## config.mk

```make
export PLATFORM = sky130hd
export DESIGN_NAME = grind_by_weight_dosing_controller
export DESIGN_NICKNAME = d
export VERILOG_FILES = /design/src/design/gbw_pkg.sv /design/src/design/gbw_div.sv /design/src/design/gbw_ctrl.sv /design/src/design/gbw_dp.sv /design/src/design/grind_by_weight_dosing_controller.sv
export SDC_FILE = /design/constraint.sdc
export NUM_CORES = 2
export LEC_CHECK = 0
export ABC_CLOCK_PERIOD_IN_PS = 10250
export BUFFER_PORTS_ARGS = -buffer_cell sky130_fd_sc_hd__buf_4
export CORE_ASPECT_RATIO = 0.9
export CORE_MARGIN = 10
export CORE_UTILIZATION = 30
export DETAILED_ROUTE_END_ITERATION = 10
export PLACE_DENSITY = 0.52
export SYNTH_ARGS = -nofsm -noshare
export SYNTH_HDL_FRONTEND = slang
export SYNTH_SLANG_ARGS = --single-unit
```

## constraint.sdc

```tcl
create_clock -name clk_i -period 10.25 [get_ports clk_i]
set_input_delay 1.025 -clock clk_i [delete_from_list [all_inputs] [get_ports clk_i]]
set_output_delay 1.025 -clock clk_i [all_outputs]
set_load 0.03 [all_outputs]
```

## src/design/gbw_pkg.sv

```systemverilog
// ----------------------------------------------------------------------------
// gbw_pkg
// Shared types and constants of the grind-by-weight dosing controller.
// ----------------------------------------------------------------------------
package gbw_pkg;

  localparam int unsigned DivW = 32;

  // phase codes as seen on the result word
  localparam logic [3:0] PH_IDLE       = 4'd0;
  localparam logic [3:0] PH_FILTER     = 4'd1;
  localparam logic [3:0] PH_PRESSED    = 4'd2;
  localparam logic [3:0] PH_CONFIRM    = 4'd3;
  localparam logic [3:0] PH_TARE       = 4'd4;
  localparam logic [3:0] PH_CONFIGURED = 4'd5;
  localparam logic [3:0] PH_RUN        = 4'd6;
  localparam logic [3:0] PH_TOPUP      = 4'd7;
  localparam logic [3:0] PH_STOP       = 4'd8;
  localparam logic [3:0] PH_FINAL      = 4'd9;
  localparam logic [3:0] PH_DEBUG      = 4'd10;

  localparam logic [1:0] BTN_NONE  = 2'd0;
  localparam logic [1:0] BTN_LEFT  = 2'd1;
  localparam logic [1:0] BTN_RIGHT = 2'd2;
  localparam logic [1:0] BTN_BACK  = 2'd3;

  localparam logic [1:0] CMD_TICK   = 2'd0;
  localparam logic [1:0] CMD_BUTTON = 2'd1;
  localparam logic [1:0] CMD_BACK   = 2'd2;
  localparam logic [1:0] CMD_REMOTE = 2'd3;

  localparam logic [2:0] REG_SINGLE_DOSE   = 3'd0;
  localparam logic [2:0] REG_DOUBLE_DOSE   = 3'd1;
  localparam logic [2:0] REG_SINGLE_MARGIN = 3'd2;
  localparam logic [2:0] REG_DOUBLE_MARGIN = 3'd3;
  localparam logic [2:0] REG_MIN_GAIN      = 3'd4;
  localparam logic [2:0] REG_SETTLE        = 3'd5;

  localparam logic [14:0] RST_SINGLE_DOSE   = 15'd900;
  localparam logic [14:0] RST_DOUBLE_DOSE   = 15'd1800;
  localparam logic [14:0] RST_SINGLE_MARGIN = 15'd100;
  localparam logic [14:0] RST_DOUBLE_MARGIN = 15'd150;
  localparam logic [14:0] RST_MIN_GAIN      = 15'd10;
  localparam logic [15:0] RST_SETTLE        = 16'd1000;

  typedef struct packed {
    logic [1:0]         cmd;
    logic               button_side;
    logic [31:0]        now_ms;
    logic signed [15:0] weight_cg;
    logic               weight_stable;
    logic               tare_ok;
    logic               button_still_low;
    logic [14:0]        request_dose_cg;
  } in_item_t;

  typedef struct packed {
    logic [3:0]         phase;
    logic               relay_on;
    logic signed [15:0] shown_weight_cg;
    logic [14:0]        target_cg;
    logic [31:0]        elapsed_ms;
    logic               topup_report;
    logic [31:0]        last_run_ms;
    logic signed [15:0] topup_gain_cg;
    logic signed [15:0] final_weight_cg;
    logic [31:0]        final_time_ms;
    logic               session_done;
  } out_item_t;

  typedef enum logic [1:0] {
    SEL_RATE = 2'd0,
    SEL_AVG  = 2'd1,
    SEL_TIME = 2'd2
  } div_sel_e;

  typedef struct packed {
    logic     load_item;
    logic     div_start;
    div_sel_e div_sel;
    logic     cap_avg;
    logic     cap_avg10;
    logic     cap_quot;
    logic     commit;
  } ctrl_cmd_t;

  typedef struct packed {
    logic run_div;
    logic topup_div;
    logic count_zero;
    logic avg_zero;
  } ctrl_sts_t;

endpackage

```

## src/design/gbw_div.sv

```systemverilog
// ----------------------------------------------------------------------------
// gbw_div
// Restoring unsigned divider, one quotient bit per cycle.
// ----------------------------------------------------------------------------
module gbw_div #(
  parameter int unsigned Width = gbw_pkg::DivW
) (
  input  logic             clk_i,
  input  logic             rst_ni,
  input  logic             start_i,
  input  logic [Width-1:0] dividend_i,
  input  logic [Width-1:0] divisor_i,
  output logic             done_o,
  output logic [Width-1:0] quotient_o
);

  localparam int unsigned CntW = $clog2(Width);

  logic             busy_q, done_q;
  logic [CntW-1:0]  cnt_q;
  logic [Width-1:0] rem_q, quo_q, den_q;
  logic [Width:0]   rem_sh;
  logic [Width:0]   rem_sub;

  assign rem_sh  = {rem_q, quo_q[Width-1]};
  assign rem_sub = rem_sh - {1'b0, den_q};

  always_ff @(posedge clk_i or negedge rst_ni) begin
    if (!rst_ni) begin
      busy_q <= 1'b0;
      done_q <= 1'b0;
      cnt_q  <= '0;
    end else begin
      done_q <= 1'b0;
      if (start_i) begin
        busy_q <= 1'b1;
        cnt_q  <= '0;
      end else if (busy_q) begin
        cnt_q <= cnt_q + 1'b1;
        if (cnt_q == CntW'(Width - 1)) begin
          busy_q <= 1'b0;
          done_q <= 1'b1;
        end
      end
    end
  end

  always_ff @(posedge clk_i) begin
    if (start_i) begin
      rem_q <= '0;
      quo_q <= dividend_i;
      den_q <= divisor_i;
    end else if (busy_q) begin
      // divide by zero yields all ones, which callers saturate
      if (!rem_sub[Width]) begin
        rem_q <= rem_sub[Width-1:0];
        quo_q <= {quo_q[Width-2:0], 1'b1};
      end else begin
        rem_q <= rem_sh[Width-1:0];
        quo_q <= {quo_q[Width-2:0], 1'b0};
      end
    end
  end

  assign done_o     = done_q;
  assign quotient_o = quo_q;

  a_start_busy: assert property (@(posedge clk_i) disable iff (!rst_ni)
    start_i |=> busy_q && !done_q)
    else $error("divider did not start");
  a_done_idle: assert property (@(posedge clk_i) disable iff (!rst_ni)
    done_q |-> !busy_q)
    else $error("divider done while busy");
  a_done_pulse: assert property (@(posedge clk_i) disable iff (!rst_ni)
    done_q |=> !done_q)
    else $error("divider done held");

endmodule

```

## src/design/gbw_ctrl.sv

```systemverilog
// ----------------------------------------------------------------------------
// gbw_ctrl
// Sequencer: takes a word, runs the divisions it needs, hands off the result.
// ----------------------------------------------------------------------------
module gbw_ctrl (
  input  logic              clk_i,
  input  logic              rst_ni,
  input  logic              in_valid_i,
  output logic              in_ready_o,
  output logic              out_valid_o,
  input  logic              out_ready_i,
  input  logic              div_done_i,
  input  gbw_pkg::ctrl_sts_t sts_i,
  output gbw_pkg::ctrl_cmd_t cmd_o
);
  import gbw_pkg::*;

  typedef enum logic [6:0] {
    ST_IDLE   = 7'b0000001,
    ST_EVAL   = 7'b0000010,
    ST_DIVR   = 7'b0000100,
    ST_DIVA   = 7'b0001000,
    ST_AVGCHK = 7'b0010000,
    ST_DIVT   = 7'b0100000,
    ST_EMIT   = 7'b1000000
  } state_e;

  state_e state_q, state_d;
  logic   out_valid_q, out_valid_d;
  logic   out_free;

  assign out_free = !out_valid_q || out_ready_i;

  always_comb begin
    state_d = state_q;
    cmd_o   = '0;
    cmd_o.div_sel = SEL_RATE;
    unique case (state_q)
      ST_IDLE: begin
        if (in_valid_i) begin
          cmd_o.load_item = 1'b1;
          state_d = ST_EVAL;
        end
      end
      ST_EVAL: begin
        if (sts_i.run_div) begin
          cmd_o.div_start = 1'b1;
          cmd_o.div_sel   = SEL_RATE;
          state_d = ST_DIVR;
        end else if (sts_i.topup_div) begin
          if (sts_i.count_zero) begin
            cmd_o.cap_avg10 = 1'b1;
            state_d = ST_AVGCHK;
          end else begin
            cmd_o.div_start = 1'b1;
            cmd_o.div_sel   = SEL_AVG;
            state_d = ST_DIVA;
          end
        end else begin
          state_d = ST_EMIT;
        end
      end
      ST_DIVR, ST_DIVT: begin
        if (div_done_i) begin
          cmd_o.cap_quot = 1'b1;
          state_d = ST_EMIT;
        end
      end
      ST_DIVA: begin
        if (div_done_i) begin
          cmd_o.cap_avg = 1'b1;
          state_d = ST_AVGCHK;
        end
      end
      ST_AVGCHK: begin
        if (sts_i.avg_zero) begin
          state_d = ST_EMIT;
        end else begin
          cmd_o.div_start = 1'b1;
          cmd_o.div_sel   = SEL_TIME;
          state_d = ST_DIVT;
        end
      end
      ST_EMIT: begin
        if (out_free) begin
          cmd_o.commit = 1'b1;
          state_d = ST_IDLE;
        end
      end
      default: state_d = ST_IDLE;
    endcase
  end

  always_comb begin
    out_valid_d = out_valid_q;
    if (out_ready_i) out_valid_d = 1'b0;
    if (cmd_o.commit) out_valid_d = 1'b1;
  end

  always_ff @(posedge clk_i or negedge rst_ni) begin
    if (!rst_ni) begin
      state_q     <= ST_IDLE;
      out_valid_q <= 1'b0;
    end else begin
      state_q     <= state_d;
      out_valid_q <= out_valid_d;
    end
  end

  assign in_ready_o  = (state_q == ST_IDLE);
  assign out_valid_o = out_valid_q;

  a_accept_eval: assert property (@(posedge clk_i) disable iff (!rst_ni)
    in_valid_i && in_ready_o |=> state_q == ST_EVAL)
    else $error("accepted word not evaluated");
  a_commit_free: assert property (@(posedge clk_i) disable iff (!rst_ni)
    cmd_o.commit |-> !out_valid_q || out_ready_i)
    else $error("result overwritten");
  a_commit_valid: assert property (@(posedge clk_i) disable iff (!rst_ni)
    cmd_o.commit |=> out_valid_q && in_ready_o)
    else $error("result not presented");

endmodule

```

## src/design/gbw_dp.sv

```systemverilog
// ----------------------------------------------------------------------------
// gbw_dp
// Dosing datapath: session state, config registers, phase update, result word.
// ----------------------------------------------------------------------------
module gbw_dp (
  input  logic                clk_i,
  input  logic                rst_ni,
  input  gbw_pkg::in_item_t   in_data_i,
  input  logic                cfg_we_i,
  input  logic [2:0]          cfg_idx_i,
  input  logic [15:0]         cfg_data_i,
  input  gbw_pkg::ctrl_cmd_t  cmd_i,
  output gbw_pkg::ctrl_sts_t  sts_o,
  output logic [31:0]         div_dividend_o,
  output logic [31:0]         div_divisor_o,
  input  logic [31:0]         div_quotient_i,
  output gbw_pkg::out_item_t  out_data_o
);
  import gbw_pkg::*;

  // configuration
  logic [14:0] single_dose_q, double_dose_q, single_margin_q, double_margin_q;
  logic [14:0] min_gain_q;
  logic [15:0] settle_q;

  always_ff @(posedge clk_i or negedge rst_ni) begin
    if (!rst_ni) begin
      single_dose_q   <= RST_SINGLE_DOSE;
      double_dose_q   <= RST_DOUBLE_DOSE;
      single_margin_q <= RST_SINGLE_MARGIN;
      double_margin_q <= RST_DOUBLE_MARGIN;
      min_gain_q      <= RST_MIN_GAIN;
      settle_q        <= RST_SETTLE;
    end else if (cfg_we_i) begin
      unique case (cfg_idx_i)
        REG_SINGLE_DOSE:   single_dose_q   <= cfg_data_i[14:0];
        REG_DOUBLE_DOSE:   double_dose_q   <= cfg_data_i[14:0];
        REG_SINGLE_MARGIN: single_margin_q <= cfg_data_i[14:0];
        REG_DOUBLE_MARGIN: double_margin_q <= cfg_data_i[14:0];
        REG_MIN_GAIN:      min_gain_q      <= cfg_data_i[14:0];
        REG_SETTLE:        settle_q        <= cfg_data_i;
        default: ;
      endcase
    end
  end

  // session state
  logic [3:0]         phase_q, phase_d, pbp_q, pbp_d;
  logic [1:0]         pbtn_q, pbtn_d, prevbtn_q, prevbtn_d;
  logic [31:0]        press_time_q, press_time_d, filter_time_q, filter_time_d;
  logic [14:0]        target_q, target_d;
  logic signed [15:0] corr_q, corr_d;
  logic [31:0]        sess_start_q, sess_start_d;
  logic signed [15:0] prev_w_q, prev_w_d;
  logic [31:0]        prev_wt_q, prev_wt_d;
  logic [31:0]        rate_sum_q, rate_sum_d;
  logic [15:0]        rate_cnt_q, rate_cnt_d;
  logic               motor_q, motor_d;
  logic signed [15:0] w_on_q, w_on_d;
  logic [31:0]        on_time_q, on_time_d, run_len_q, run_len_d;
  logic [31:0]        topup_end_q, topup_end_d, stop_time_q, stop_time_d;
  logic [31:0]        settle_start_q, settle_start_d, fstamp_q, fstamp_d;
  logic signed [15:0] fweight_q, fweight_d;
  logic [31:0]        fdur_q, fdur_d;

  in_item_t    item_q;
  logic [15:0] avg_q;
  logic [31:0] quot_q;
  out_item_t   out_q, out_d;

  // item fields
  logic [31:0]        t;
  logic signed [15:0] w;
  assign t = item_q.now_ms;
  assign w = item_q.weight_cg;

  logic               tick;
  logic [31:0]        since_sess;
  logic signed [16:0] run_gain, top_gain, tgt_s, tdiff;
  logic [31:0]        dt;
  logic [25:0]        run_num, time_num;
  logic [35:0]        dt_x10;
  logic               run_over, run_light, run_small, run_past;
  logic               heavy, late, eval_ok, near_target;
  logic [10:0]        ms_clamped;
  logic [15:0]        rq_sat;

  assign tick       = (item_q.cmd == CMD_TICK);
  assign since_sess = t - sess_start_q;
  assign run_gain   = 17'(w) - 17'(prev_w_q);
  assign dt         = t - prev_wt_q;
  assign run_num    = 26'(run_gain[15:0]) * 26'd1000;
  assign dt_x10     = {dt, 3'b000} + {3'b000, dt, 1'b0};
  assign run_over   = since_sess > 32'd30000;
  assign run_light  = w < 16'sd100;
  assign run_small  = run_gain < 17'sd20;
  assign run_past   = prev_w_q > corr_q;

  assign top_gain    = 17'(w) - 17'(w_on_q);
  assign tgt_s       = {2'b00, target_q};
  assign tdiff       = tgt_s - 17'(w);
  assign time_num    = 26'(tdiff[15:0]) * 26'd1000;
  assign heavy       = top_gain >= $signed({2'b00, min_gain_q});
  assign late        = (t - topup_end_q) >= {16'd0, settle_q};
  assign eval_ok     = late || (heavy && item_q.weight_stable);
  assign near_target = 17'(w) >= (tgt_s - 17'sd8);

  assign rq_sat = (|quot_q[31:16]) ? 16'hFFFF : quot_q[15:0];
  assign ms_clamped = (quot_q < 32'd500)  ? 11'd500 :
                      (quot_q > 32'd1300) ? 11'd1300 : quot_q[10:0];

  always_comb begin
    sts_o.run_div   = tick && (phase_q == PH_RUN) && !run_over && !run_light &&
                      !run_small && !run_past;
    sts_o.topup_div = tick && (phase_q == PH_TOPUP) && !motor_q && eval_ok &&
                      !near_target;
    sts_o.count_zero = (rate_cnt_q == 16'd0);
    sts_o.avg_zero   = (avg_q == 16'd0);
  end

  always_comb begin
    case (cmd_i.div_sel)
      SEL_AVG: begin
        div_dividend_o = rate_sum_q;
        div_divisor_o  = {16'd0, rate_cnt_q};
      end
      SEL_TIME: begin
        div_dividend_o = {6'd0, time_num};
        div_divisor_o  = {16'd0, avg_q};
      end
      default: begin
        div_dividend_o = {6'd0, run_num};
        div_divisor_o  = dt;
      end
    endcase
  end

  logic rep, done;
  logic signed [16:0] gain_out;
  logic signed [15:0] shown;

  always_comb begin
    phase_d = phase_q; pbp_d = pbp_q; pbtn_d = pbtn_q; prevbtn_d = prevbtn_q;
    press_time_d = press_time_q; filter_time_d = filter_time_q;
    target_d = target_q; corr_d = corr_q; sess_start_d = sess_start_q;
    prev_w_d = prev_w_q; prev_wt_d = prev_wt_q;
    rate_sum_d = rate_sum_q; rate_cnt_d = rate_cnt_q;
    motor_d = motor_q; w_on_d = w_on_q; on_time_d = on_time_q; run_len_d = run_len_q;
    topup_end_d = topup_end_q; stop_time_d = stop_time_q;
    settle_start_d = settle_start_q; fstamp_d = fstamp_q;
    fweight_d = fweight_q; fdur_d = fdur_q;
    rep = 1'b0; done = 1'b0;

    case (item_q.cmd)
      CMD_BUTTON: begin
        filter_time_d = t;
        if ((t - press_time_q) >= 32'd150) begin
          if (phase_q == PH_CONFIRM) begin
            phase_d = (prevbtn_q == (item_q.button_side ? BTN_RIGHT : BTN_LEFT)) ?
                      PH_TARE : PH_IDLE;
          end else if (phase_q == PH_IDLE) begin
            pbp_d   = PH_IDLE;
            phase_d = PH_FILTER;
            pbtn_d  = item_q.button_side ? BTN_RIGHT : BTN_LEFT;
          end
          prevbtn_d = BTN_NONE;
        end
      end
      CMD_BACK: begin
        if (phase_q != PH_PRESSED) pbp_d = phase_q;
        phase_d = PH_PRESSED;
        pbtn_d  = BTN_BACK;
      end
      CMD_REMOTE: begin
        if (phase_q == PH_IDLE) begin
          target_d = item_q.request_dose_cg;
          corr_d   = (item_q.request_dose_cg > 15'd150) ?
                     $signed({1'b0, item_q.request_dose_cg - 15'd150}) :
                     $signed({1'b0, item_q.request_dose_cg});
          prevbtn_d    = BTN_RIGHT;
          press_time_d = t;
          phase_d      = PH_CONFIRM;
        end
      end
      default: begin
        case (phase_q)
          PH_FILTER: begin
            if ((t - filter_time_q) > 32'd20) phase_d = PH_PRESSED;
            else if (!item_q.button_still_low) phase_d = PH_IDLE;
          end
          PH_PRESSED: begin
            if (pbp_q == PH_DEBUG) begin
              phase_d = (pbtn_q == BTN_LEFT || pbtn_q == BTN_RIGHT) ? PH_DEBUG : PH_IDLE;
            end else if (pbp_q == PH_IDLE) begin
              prevbtn_d    = pbtn_q;
              press_time_d = t;
              case (pbtn_q)
                BTN_LEFT: begin
                  target_d = single_dose_q;
                  corr_d   = 16'({1'b0, single_dose_q}) - 16'({1'b0, single_margin_q});
                  phase_d  = PH_CONFIRM;
                end
                BTN_RIGHT: begin
                  target_d = double_dose_q;
                  corr_d   = 16'({1'b0, double_dose_q}) - 16'({1'b0, double_margin_q});
                  phase_d  = PH_CONFIRM;
                end
                BTN_BACK: phase_d = PH_DEBUG;
                default:  phase_d = PH_IDLE;
              endcase
            end else begin
              phase_d = pbp_q;
            end
          end
          PH_CONFIRM: begin
            if ((t - press_time_q) > 32'd2000) phase_d = PH_IDLE;
          end
          PH_TARE: begin
            if (item_q.tare_ok) phase_d = PH_CONFIGURED;
          end
          PH_CONFIGURED: begin
            w_on_d = w; on_time_d = t; motor_d = 1'b1;
            sess_start_d = t; prev_w_d = w; prev_wt_d = t;
            rate_sum_d = '0; rate_cnt_d = '0;
            phase_d = PH_RUN;
          end
          PH_RUN: begin
            if (run_over) begin
              phase_d = PH_STOP;
            end else if (!run_light && !run_small) begin
              if (run_past) begin
                phase_d = PH_TOPUP;
              end else begin
                prev_w_d  = w;
                prev_wt_d = t;
                if ({10'd0, run_num} > dt_x10 && rate_cnt_q != 16'hFFFF) begin
                  rate_sum_d = rate_sum_q + {16'd0, rq_sat};
                  rate_cnt_d = rate_cnt_q + 16'd1;
                end
              end
            end
          end
          PH_TOPUP: begin
            if (!motor_q) begin
              if (eval_ok) begin
                rep = 1'b1;
                if (near_target || avg_q == 16'd0) begin
                  phase_d = PH_STOP;
                end else begin
                  stop_time_d = t + {21'd0, ms_clamped};
                  w_on_d = w; on_time_d = t; motor_d = 1'b1;
                end
              end
            end else if (t > stop_time_q) begin
              run_len_d   = t - on_time_q;
              motor_d     = 1'b0;
              topup_end_d = t;
            end
          end
          PH_STOP: begin
            if (motor_q) begin
              run_len_d      = t - on_time_q;
              motor_d        = 1'b0;
              settle_start_d = t;
            end else if (item_q.weight_stable || (t - settle_start_q) >= 32'd1500) begin
              fstamp_d  = t;
              fweight_d = w;
              fdur_d    = t - sess_start_q;
              phase_d   = PH_FINAL;
              done      = 1'b1;
            end
          end
          PH_FINAL: begin
            if ((t - fstamp_q) > 32'd8000) phase_d = PH_IDLE;
          end
          default: ;
        endcase
      end
    endcase

    // result word from the updated state
    shown = w;
    if (phase_d == PH_IDLE && w > -16'sd30 && w < 16'sd30) shown = '0;
    if (phase_d == PH_FINAL) shown = fweight_d;
    gain_out = 17'(w) - 17'(w_on_d);

    out_d.phase           = phase_d;
    out_d.relay_on        = motor_d;
    out_d.shown_weight_cg = shown;
    out_d.target_cg       = target_d;
    out_d.elapsed_ms      = t - sess_start_d;
    out_d.topup_report    = rep;
    out_d.last_run_ms     = run_len_d;
    out_d.topup_gain_cg   = (gain_out > 17'sd32767)  ? 16'sh7FFF :
                            (gain_out < -17'sd32768) ? 16'sh8000 : gain_out[15:0];
    out_d.final_weight_cg = fweight_d;
    out_d.final_time_ms   = fdur_d;
    out_d.session_done    = done;
  end

  always_ff @(posedge clk_i or negedge rst_ni) begin
    if (!rst_ni) begin
      phase_q <= PH_IDLE; pbp_q <= PH_IDLE; pbtn_q <= BTN_NONE; prevbtn_q <= BTN_NONE;
      press_time_q <= '0; filter_time_q <= '0; target_q <= '0; corr_q <= '0;
      sess_start_q <= '0; prev_w_q <= '0; prev_wt_q <= '0;
      rate_sum_q <= '0; rate_cnt_q <= '0; motor_q <= 1'b0; w_on_q <= '0;
      on_time_q <= '0; run_len_q <= '0; topup_end_q <= '0; stop_time_q <= '0;
      settle_start_q <= '0; fstamp_q <= '0; fweight_q <= '0; fdur_q <= '0;
    end else if (cmd_i.commit) begin
      phase_q <= phase_d; pbp_q <= pbp_d; pbtn_q <= pbtn_d; prevbtn_q <= prevbtn_d;
      press_time_q <= press_time_d; filter_time_q <= filter_time_d;
      target_q <= target_d; corr_q <= corr_d;
      sess_start_q <= sess_start_d; prev_w_q <= prev_w_d; prev_wt_q <= prev_wt_d;
      rate_sum_q <= rate_sum_d; rate_cnt_q <= rate_cnt_d;
      motor_q <= motor_d; w_on_q <= w_on_d;
      on_time_q <= on_time_d; run_len_q <= run_len_d;
      topup_end_q <= topup_end_d; stop_time_q <= stop_time_d;
      settle_start_q <= settle_start_d; fstamp_q <= fstamp_d;
      fweight_q <= fweight_d; fdur_q <= fdur_d;
    end
  end

  // payload registers
  always_ff @(posedge clk_i) begin
    if (cmd_i.load_item) item_q <= in_data_i;
    if (cmd_i.cap_avg)   avg_q  <= div_quotient_i[15:0];
    if (cmd_i.cap_avg10) avg_q  <= 16'd10;
    if (cmd_i.cap_quot)  quot_q <= div_quotient_i;
    if (cmd_i.commit)    out_q  <= out_d;
  end

  assign out_data_o = out_q;

  // a back press while grinding parks the phase in pressed with the relay on
  a_relay_phase: assert property (@(posedge clk_i) disable iff (!rst_ni)
    motor_q |-> phase_q == PH_RUN || phase_q == PH_TOPUP || phase_q == PH_STOP ||
                phase_q == PH_PRESSED)
    else $error("relay on outside grinding");
  a_done_final: assert property (@(posedge clk_i) disable iff (!rst_ni)
    cmd_i.commit && done |=> phase_q == PH_FINAL)
    else $error("session done without finalize");
  a_cnt_sum: assert property (@(posedge clk_i) disable iff (!rst_ni)
    rate_cnt_q == 16'd0 |-> rate_sum_q == 32'd0)
    else $error("rate sum without samples");

endmodule

```

## src/design/grind_by_weight_dosing_controller.sv

```systemverilog
// ----------------------------------------------------------------------------
// grind_by_weight_dosing_controller
// Grind-by-weight dosing sequencer: button, remote and tick words in, one
// status word out per input word.
// ----------------------------------------------------------------------------
// Usage:
//   in channel (in_valid_i/in_ready_o/in_data_i): one word per event, a tick
//   with a tared weight sample, a button edge or a remote dose request.
//   out channel (out_valid_o/out_ready_i/out_data_o): one status word per
//   input word, in order.
//   cfg port (cfg_we_i/cfg_idx_i/cfg_data_i): dose, margin, gain and settle
//   registers, written while no word is in flight.
// Sequencing: a word without division goes from evaluation straight to its
// result, and the block is ready for the next word in the same cycle as that
// result turns valid; a run tick that measures the flow rate waits on one divide;
// a top-up evaluation takes up to two divides, one for the average rate and one
// for the pulse length. All divides go through the shared radix-2 divider; one
// word is in work at a time.
// Reset: idle phase, relay off, registers at their default values.
// Stall: a result waits in the output register; the next word is accepted
// and worked, then held until the output register is free.
// ----------------------------------------------------------------------------
module grind_by_weight_dosing_controller (
  input  logic               clk_i,
  input  logic               rst_ni,
  input  logic               in_valid_i,
  output logic               in_ready_o,
  input  gbw_pkg::in_item_t  in_data_i,
  output logic               out_valid_o,
  input  logic               out_ready_i,
  output gbw_pkg::out_item_t out_data_o,
  input  logic               cfg_we_i,
  input  logic [2:0]         cfg_idx_i,
  input  logic [15:0]        cfg_data_i
);
  import gbw_pkg::*;

  ctrl_cmd_t   cmd;
  ctrl_sts_t   sts;
  logic        div_done;
  logic [DivW-1:0] div_dividend, div_divisor, div_quotient;

  gbw_ctrl u_ctrl (
    .clk_i       (clk_i),
    .rst_ni      (rst_ni),
    .in_valid_i  (in_valid_i),
    .in_ready_o  (in_ready_o),
    .out_valid_o (out_valid_o),
    .out_ready_i (out_ready_i),
    .div_done_i  (div_done),
    .sts_i       (sts),
    .cmd_o       (cmd)
  );

  gbw_dp u_dp (
    .clk_i          (clk_i),
    .rst_ni         (rst_ni),
    .in_data_i      (in_data_i),
    .cfg_we_i       (cfg_we_i),
    .cfg_idx_i      (cfg_idx_i),
    .cfg_data_i     (cfg_data_i),
    .cmd_i          (cmd),
    .sts_o          (sts),
    .div_dividend_o (div_dividend),
    .div_divisor_o  (div_divisor),
    .div_quotient_i (div_quotient),
    .out_data_o     (out_data_o)
  );

  gbw_div #(.Width(DivW)) u_div (
    .clk_i      (clk_i),
    .rst_ni     (rst_ni),
    .start_i    (cmd.div_start),
    .dividend_i (div_dividend),
    .divisor_i  (div_divisor),
    .done_o     (div_done),
    .quotient_o (div_quotient)
  );

endmodule

```

-- After elaboration in Yosys (flattened, before gate mapping)
Cells that the tools add are included.
- flip-flop bits (word level): 977
- input port bits: 93
- output and inout bits: 168
- word-level logic and storage cells: 389
- add/sub/neg operators: 23
- multipliers: 2
- magnitude comparators: 21
- eq/ne operators: 53
- muxes and demuxes: 155
- bitwise logic cells: 7
- reduce and logical (&&, ||, !) cells: 70
- operators by type and width (operator ; number):
    $mux W32 ; 27
    $pmux W32 S2 ; 7
    $mux W16 ; 23
    $sub A32 B32 Y32 ; 9
    $pmux W16 S2 ; 5
    $mux W4 ; 24
    $mux W15 ; 5
    $gt A32 B11 Y1 const B ; 2
    $pmux W15 S2 ; 2
    $sub A16 B16 Y17 ; 3
    $mux W7 ; 7
    $mul A16 B7 Y23 const B ; 2
    $pmux W7 S6 ; 1
    $add A35 B33 Y36 ; 1
    $gt A26 B36 Y1 ; 1
    $pmux W4 S9 ; 1
    $sub A33 B32 Y33 ; 1
    $add A32 B11 Y32 ; 1
    $add A32 B16 Y32 ; 1
    $ge A32 B11 Y1 const B ; 1
    $ge A32 B16 Y1 ; 1
    $ge A32 B8 Y1 const B ; 1
    $gt A32 B13 Y1 const B ; 1
    $gt A32 B15 Y1 const B ; 1
    other kinds (72) ; 203

-- Logic depth before layout (Yosys ltp)
- word-level depth: 13
- depth in mapped cells: 43
- gate-level depth less buffers: 42

-- Modules after synthesis
From an unflattened synthesis, not the netlist that was laid out.
- cells, all modules: 7630
- area total of the unflattened synthesis: 71502.3 µm²
- by module, submodules not included (module ; instances ; cells each ; area an instance (µm²) ; sequential area each (µm²)):
    gbw_dp ; 1 ; 7016 ; 65058.6 ; 22955.8
    gbw_div ; 1 ; 549 ; 5865.6 ; 2737.6
    gbw_ctrl ; 1 ; 65 ; 578.1 ; 201.4

-- Least setup slack after synthesis
Ideal clock, no wire load.
- kind: register to register
- start point: reg u_dp.item_q (netlist bit u_dp.w[0])
- end point: reg u_dp.rate_sum_q[10]
- setup time: 0.125 ns
- data arrival time: 8.678 ns
- data required time: 10.125 ns
- setup slack: 1.447 ns
- cell stages (with the launch flop): 39
- path buffers: 1
- clock period less this slack: 8.803 ns
- path through: edfxtp_1 -> inv_1 -> ha_1 -> inv_1 -> fa_1 -> a21o_1 -> a21oi_1 -> o21bai_1 -> a21oi_1 -> nor2b_1 -> o21a_1 -> o31a_1 -> o41ai_1 -> xnor2_1 -> ha_1 -> inv_1 -> fa_1 -> inv_1 -> [3 not listed] -> inv_1 -> ha_1 -> a21boi_0 -> o21a_1 -> o21ai_0 -> a21oi_1 -> o41ai_1 -> xnor2_1 -> ha_1 -> nand2_1 -> nor4_1 -> a2111oi_0 -> o2111ai_1 -> nor4_1 -> o311ai_0 -> a21oi_1 -> buf_2 -> mux2_2
- cells in the longest elaborated chain, start to end: 6
- elaborated cells between the ends (all ways): 12
- those cells by class: add/sub: 1; mul: 1; order compare: 3; eq/ne: 2; reduce/logical: 5
- RTL lines (what ; line ; RTL):
    start: declaration ; gbw_dp.sv:66 ; in_item_t item_q;
    start signal: assignment ; gbw_dp.sv:325 ; if (cmd_i.load_item) item_q <= in_data_i;
    $sub A16 B16 Y17 ; gbw_dp.sv:90 ; assign run_gain = 17'(w) - 17'(prev_w_q);
    $mul A16 B7 Y23 or $lt A17 B6 Y1 (tied branches) ; gbw_dp.sv:92, gbw_dp.sv:96 ;
    $gt A26 B36 Y1 or $logic_not A1 Y1 (tied branches) ; gbw_dp.sv:236, gbw_dp.sv:230 ;
    $logic_and A1 B1 Y1, on equally long branches ; gbw_dp.sv:236, gbw_dp.sv:230 ;
    $ne A2 B2 Y1 (no source line) ; -- ;
    $reduce_and A7 Y1 (no source line) * ; -- ;
    end signal: assignment ; gbw_dp.sv:314 ; rate_sum_q <= rate_sum_d; rate_cnt_q <= rate_cnt_d;
    end: declaration ; gbw_dp.sv:56 ; logic [31:0] rate_sum_q, rate_sum_d;
Every way passes the cells marked *; elsewhere a longest branch is shown, timed or not.
A chain may end at the register's enable or synchronous reset.

-- Worst setup path after layout
- start point: reg u_dp.item_q (netlist bit u_dp.w[0])
- end point: reg u_dp.rate_sum_q[8]
The elaborated chain is that of the path after synthesis.

==> results.json <==
{
  "outcome": "finished, final reports clean",
  "setup_viol": 0,
  "cts_buffers": 119,
  "min_period_over_period": 0.943,
  "final_core_util": 0.345,
  "start_util": 0.301,
  "fin_area_um2": 82100,
  "cp_max_fo": 20,
  "layout_common_cells": "847 x inv_1, 703 x ha_1, 685 x nand2_1, 641 x o21ai_0, 573 x dfrtp_1",
  "clockBufferDepth": 3,
  "rrSetupSlack_ns": 0.59,
  "crit_path_end": "u_dp.rate_sum_q[8]",
  "clk_pin_slew_ns": 0.06,
  "vias": 58900,
  "grt_pass1_vias": 57000,
  "core_um2": 238000,
  "die-height_um": 484,
  "netlist_area_um2": 71700,
  "gr-total-overflow": 0,
  "finalCriticalPeriod_ns": 9.66,
  "viasPerCell": 5.19,
  "syn_inst": 7774,
  "hpwl_mm": 185,
  "maxCapViolations": 0,
  "relSlewSlack": 0.192,
  "mostFrequentLayoutCell": "inv_1",
  "critPathLaunchType": "flop",
  "grt_pass1_wl_mm": 364,
  "die_area_um2": 259000,
  "drc": 0,
  "max_freq_mhz": 104,
  "cpMostUsedCell": "inv_1",
  "slowest_delay_ns": 0.53,
  "drtIter0Drc": 4784,
  "area_growth_pct": 14.6,
  "rr_endpoint": "u_dp.rate_sum_q[8]",
  "cp-startpoint": "u_dp.w[0]",
  "ios": 261,
  "whs_ns": 0.284,
  "ys_ff_latch": 977,
  "ys_warn_count": 0,
  "fin_nets": 8960,
  "tightestPinTransition_ns": 1.21,
  "required_ns": 10.93,
  "gp_congestion": 0.905,
  "finClkSkew_ns": 0.0510,
  "rr_worst_depth": 41,
  "antenna_found_initial": 31,
  "ctsHtreeMaxLevel": 3,
  "clk_latency_ns": 0.80,
  "drv_slew": 0,
  "num_rows": 170,
  "cts_tree": "built",
  "routed_wl_mm": 242,
  "grt.total_usage": 0.180,
  "place_area_um2": 77700,
  "end_kind": "flop",
  "antenna_left": 0,
  "critical_path.slowest_cell": "fa_1",
  "wl_per_cell_um": 21.4,
  "synth.distinct_cells": 104,
  "avgSynthCellArea_um2": 9.22,
  "postSynth.asyncResetShare": 0.612,
  "drive_gt1_frac": 0.126,
  "final-hold-violation-count": 0,
  "rr_startpoint": "u_dp.w[0]",
  "grt_max_degree": 115,
  "die_x_um": 535,
  "synth_edf_count": 331,
  "path_class": "reg -> reg",
  "synth_fp_nets": 8698,
  "io_buffers": 260,
  "cp.arrival_ns": 10.34,
  "dr.pass1.iters": 6,
  "cts_root_buffer": "clkbuf_16",
  "cts_sinks": 977,
  "synth-main-ff-cell": "dfrtp_1",
  "seq_area_frac_synth": 0.361,
  "worstHoldPathType": "in -> async"
}
[logic make-up after synthesis]
family | synth area share
buf+inv | 0.0591
flops | 0.361
xor+xnor | 0.0469
fa+ha+maj | 0.159
compound gates | 0.177
simple gates | 0.137
mux | 0.0597
[how the worst min path moves through the flow]
stage	slack, ns	cells past startpoint	from	endpoint
finish	0.28	1	rst_ni	u_dp.press_time_q[31]
global route	0.30	1	rst_ni	u_dp.press_time_q[31]
CTS	0.25	1	rst_ni	u_dp.settle_start_q[19]
detailed placement	0.44	0	u_div.quotient_o[23]	u_dp.quot_q[23]
global placement	0.43	0	u_div.quotient_o[28]	u_dp.quot_q[28]
floorplan	0.43	0	u_div.quotient_o[16]	u_dp.quot_q[16]
[critical path, delay by kind of cell, from the launching register on]
family / cells / cell delay (ns)
xor gates and xnor gates: 2 / 0.34
buffers and inverters: 8 / 0.83
AOI/OAI and AO/OA: 18 / 3.95
adders and majority gates: 8 / 3.09
DFF: 1 / 0.46
muxes: 1 / 0.36
and+or+nand+nor: 4 / 0.51
[per-stage QoR]
stage | cells | setup TNS, ns | setup slack (ns)
floorplan | 7774 | 0 | 1.45
global placement | 11100 | 0 | 0.387
detailed placement | 11100 | 0 | 0.335
CTS | 11300 | 0 | 0.295
global route | 11300 | -0.276 | -0.0451
finish | 11300 | 0 | 0.588
[flip-flops by register name, indices dropped and copies added, names as in the netlist, 21 cells and up]
| name | flops |
|---|---|
| u_dp.settle_start_q | 32 |
| u_div.den_q | 32 |
| u_dp.t | 32 |
| u_dp.run_len_q | 32 |
| u_dp.stop_time_q | 32 |
| u_dp.item_q | 21 |
| u_dp.prev_wt_q | 32 |
| u_dp.sess_start_q | 32 |
| u_dp.press_time_q | 32 |
| u_dp.fstamp_q | 32 |
| u_div.rem_q | 32 |
| u_dp.rate_sum_q | 32 |
| u_dp.out_data_o | 166 |
| u_dp.on_time_q | 32 |
| u_dp.topup_end_q | 32 |
| u_dp.quot_q | 32 |
| u_div.quotient_o | 32 |
| u_dp.fdur_q | 32 |
| u_dp.filter_time_q | 32 |
[cell usage after synthesis, types with 39 or more instances]
| master | instances | area share |
|---|---|---|
| nor3_1 | 143 | 0.010 |
| dfrtp_1 | 574 | 0.20 |
| o21a_1 | 84 | 0.0088 |
| nand3_1 | 134 | 0.0094 |
| or3_1 | 52 | 0.0045 |
| o21bai_1 | 44 | 0.0046 |
| a31oi_1 | 65 | 0.0057 |
| o211ai_1 | 55 | 0.0058 |
| a211oi_1 | 62 | 0.0065 |
| xor2_1 | 131 | 0.016 |
| mux2i_1 | 116 | 0.016 |
| a21oi_1 | 502 | 0.035 |
| nand2_1 | 688 | 0.036 |
| a21o_1 | 152 | 0.016 |
| edfxtp_1 | 331 | 0.14 |
| nor4_1 | 39 | 0.0034 |
| clkbuf_1 | 207 | 0.011 |
| inv_1 | 849 | 0.044 |
| a221oi_1 | 43 | 0.0053 |
| mux2_2 | 277 | 0.044 |
| nand2b_1 | 84 | 0.0073 |
| ha_1 | 704 | 0.12 |
| a22oi_1 | 43 | 0.0045 |
| xnor2_1 | 253 | 0.031 |
| nand4_1 | 63 | 0.0055 |
| and2_1 | 50 | 0.0044 |
| dfxtp_1 | 48 | 0.013 |
| a21boi_0 | 41 | 0.0043 |
| o21ai_0 | 642 | 0.045 |
| fa_1 | 127 | 0.035 |
| nor2b_1 | 89 | 0.0078 |
| and3_1 | 77 | 0.0067 |
| nor2_1 | 503 | 0.026 |
[routing by layer]
metal	GRT usage	wire [um]
met5	0	131
met3	0.0292	13600
met4	0.0507	7190
met2	0.280	107000
met1	0.258	115000
[timing repair]
item | CTS | global route
hold buffers | 0 | 0
buffers inserted | 0 | 7
setup endpoints to repair | 0 | 63
resized for setup | 0 | 27
[layout make-up]
class / count / area (um^2)
Timing Repair Buffer: 398 / 3020
Multi-Input combinational cell: 5687 / 41800
Antenna cell: 8 / 20.0
Inverter: 853 / 3210
Fill cell: 24200 / 156000
Clock inverter: 84 / 967
Sequential cell: 977 / 25900
Tap cell: 3182 / 3980
Clock buffer: 142 / 3170
Power is not shown: default switching activity piles up to over one toggle a cycle in this logic, so the estimate is an artifact.
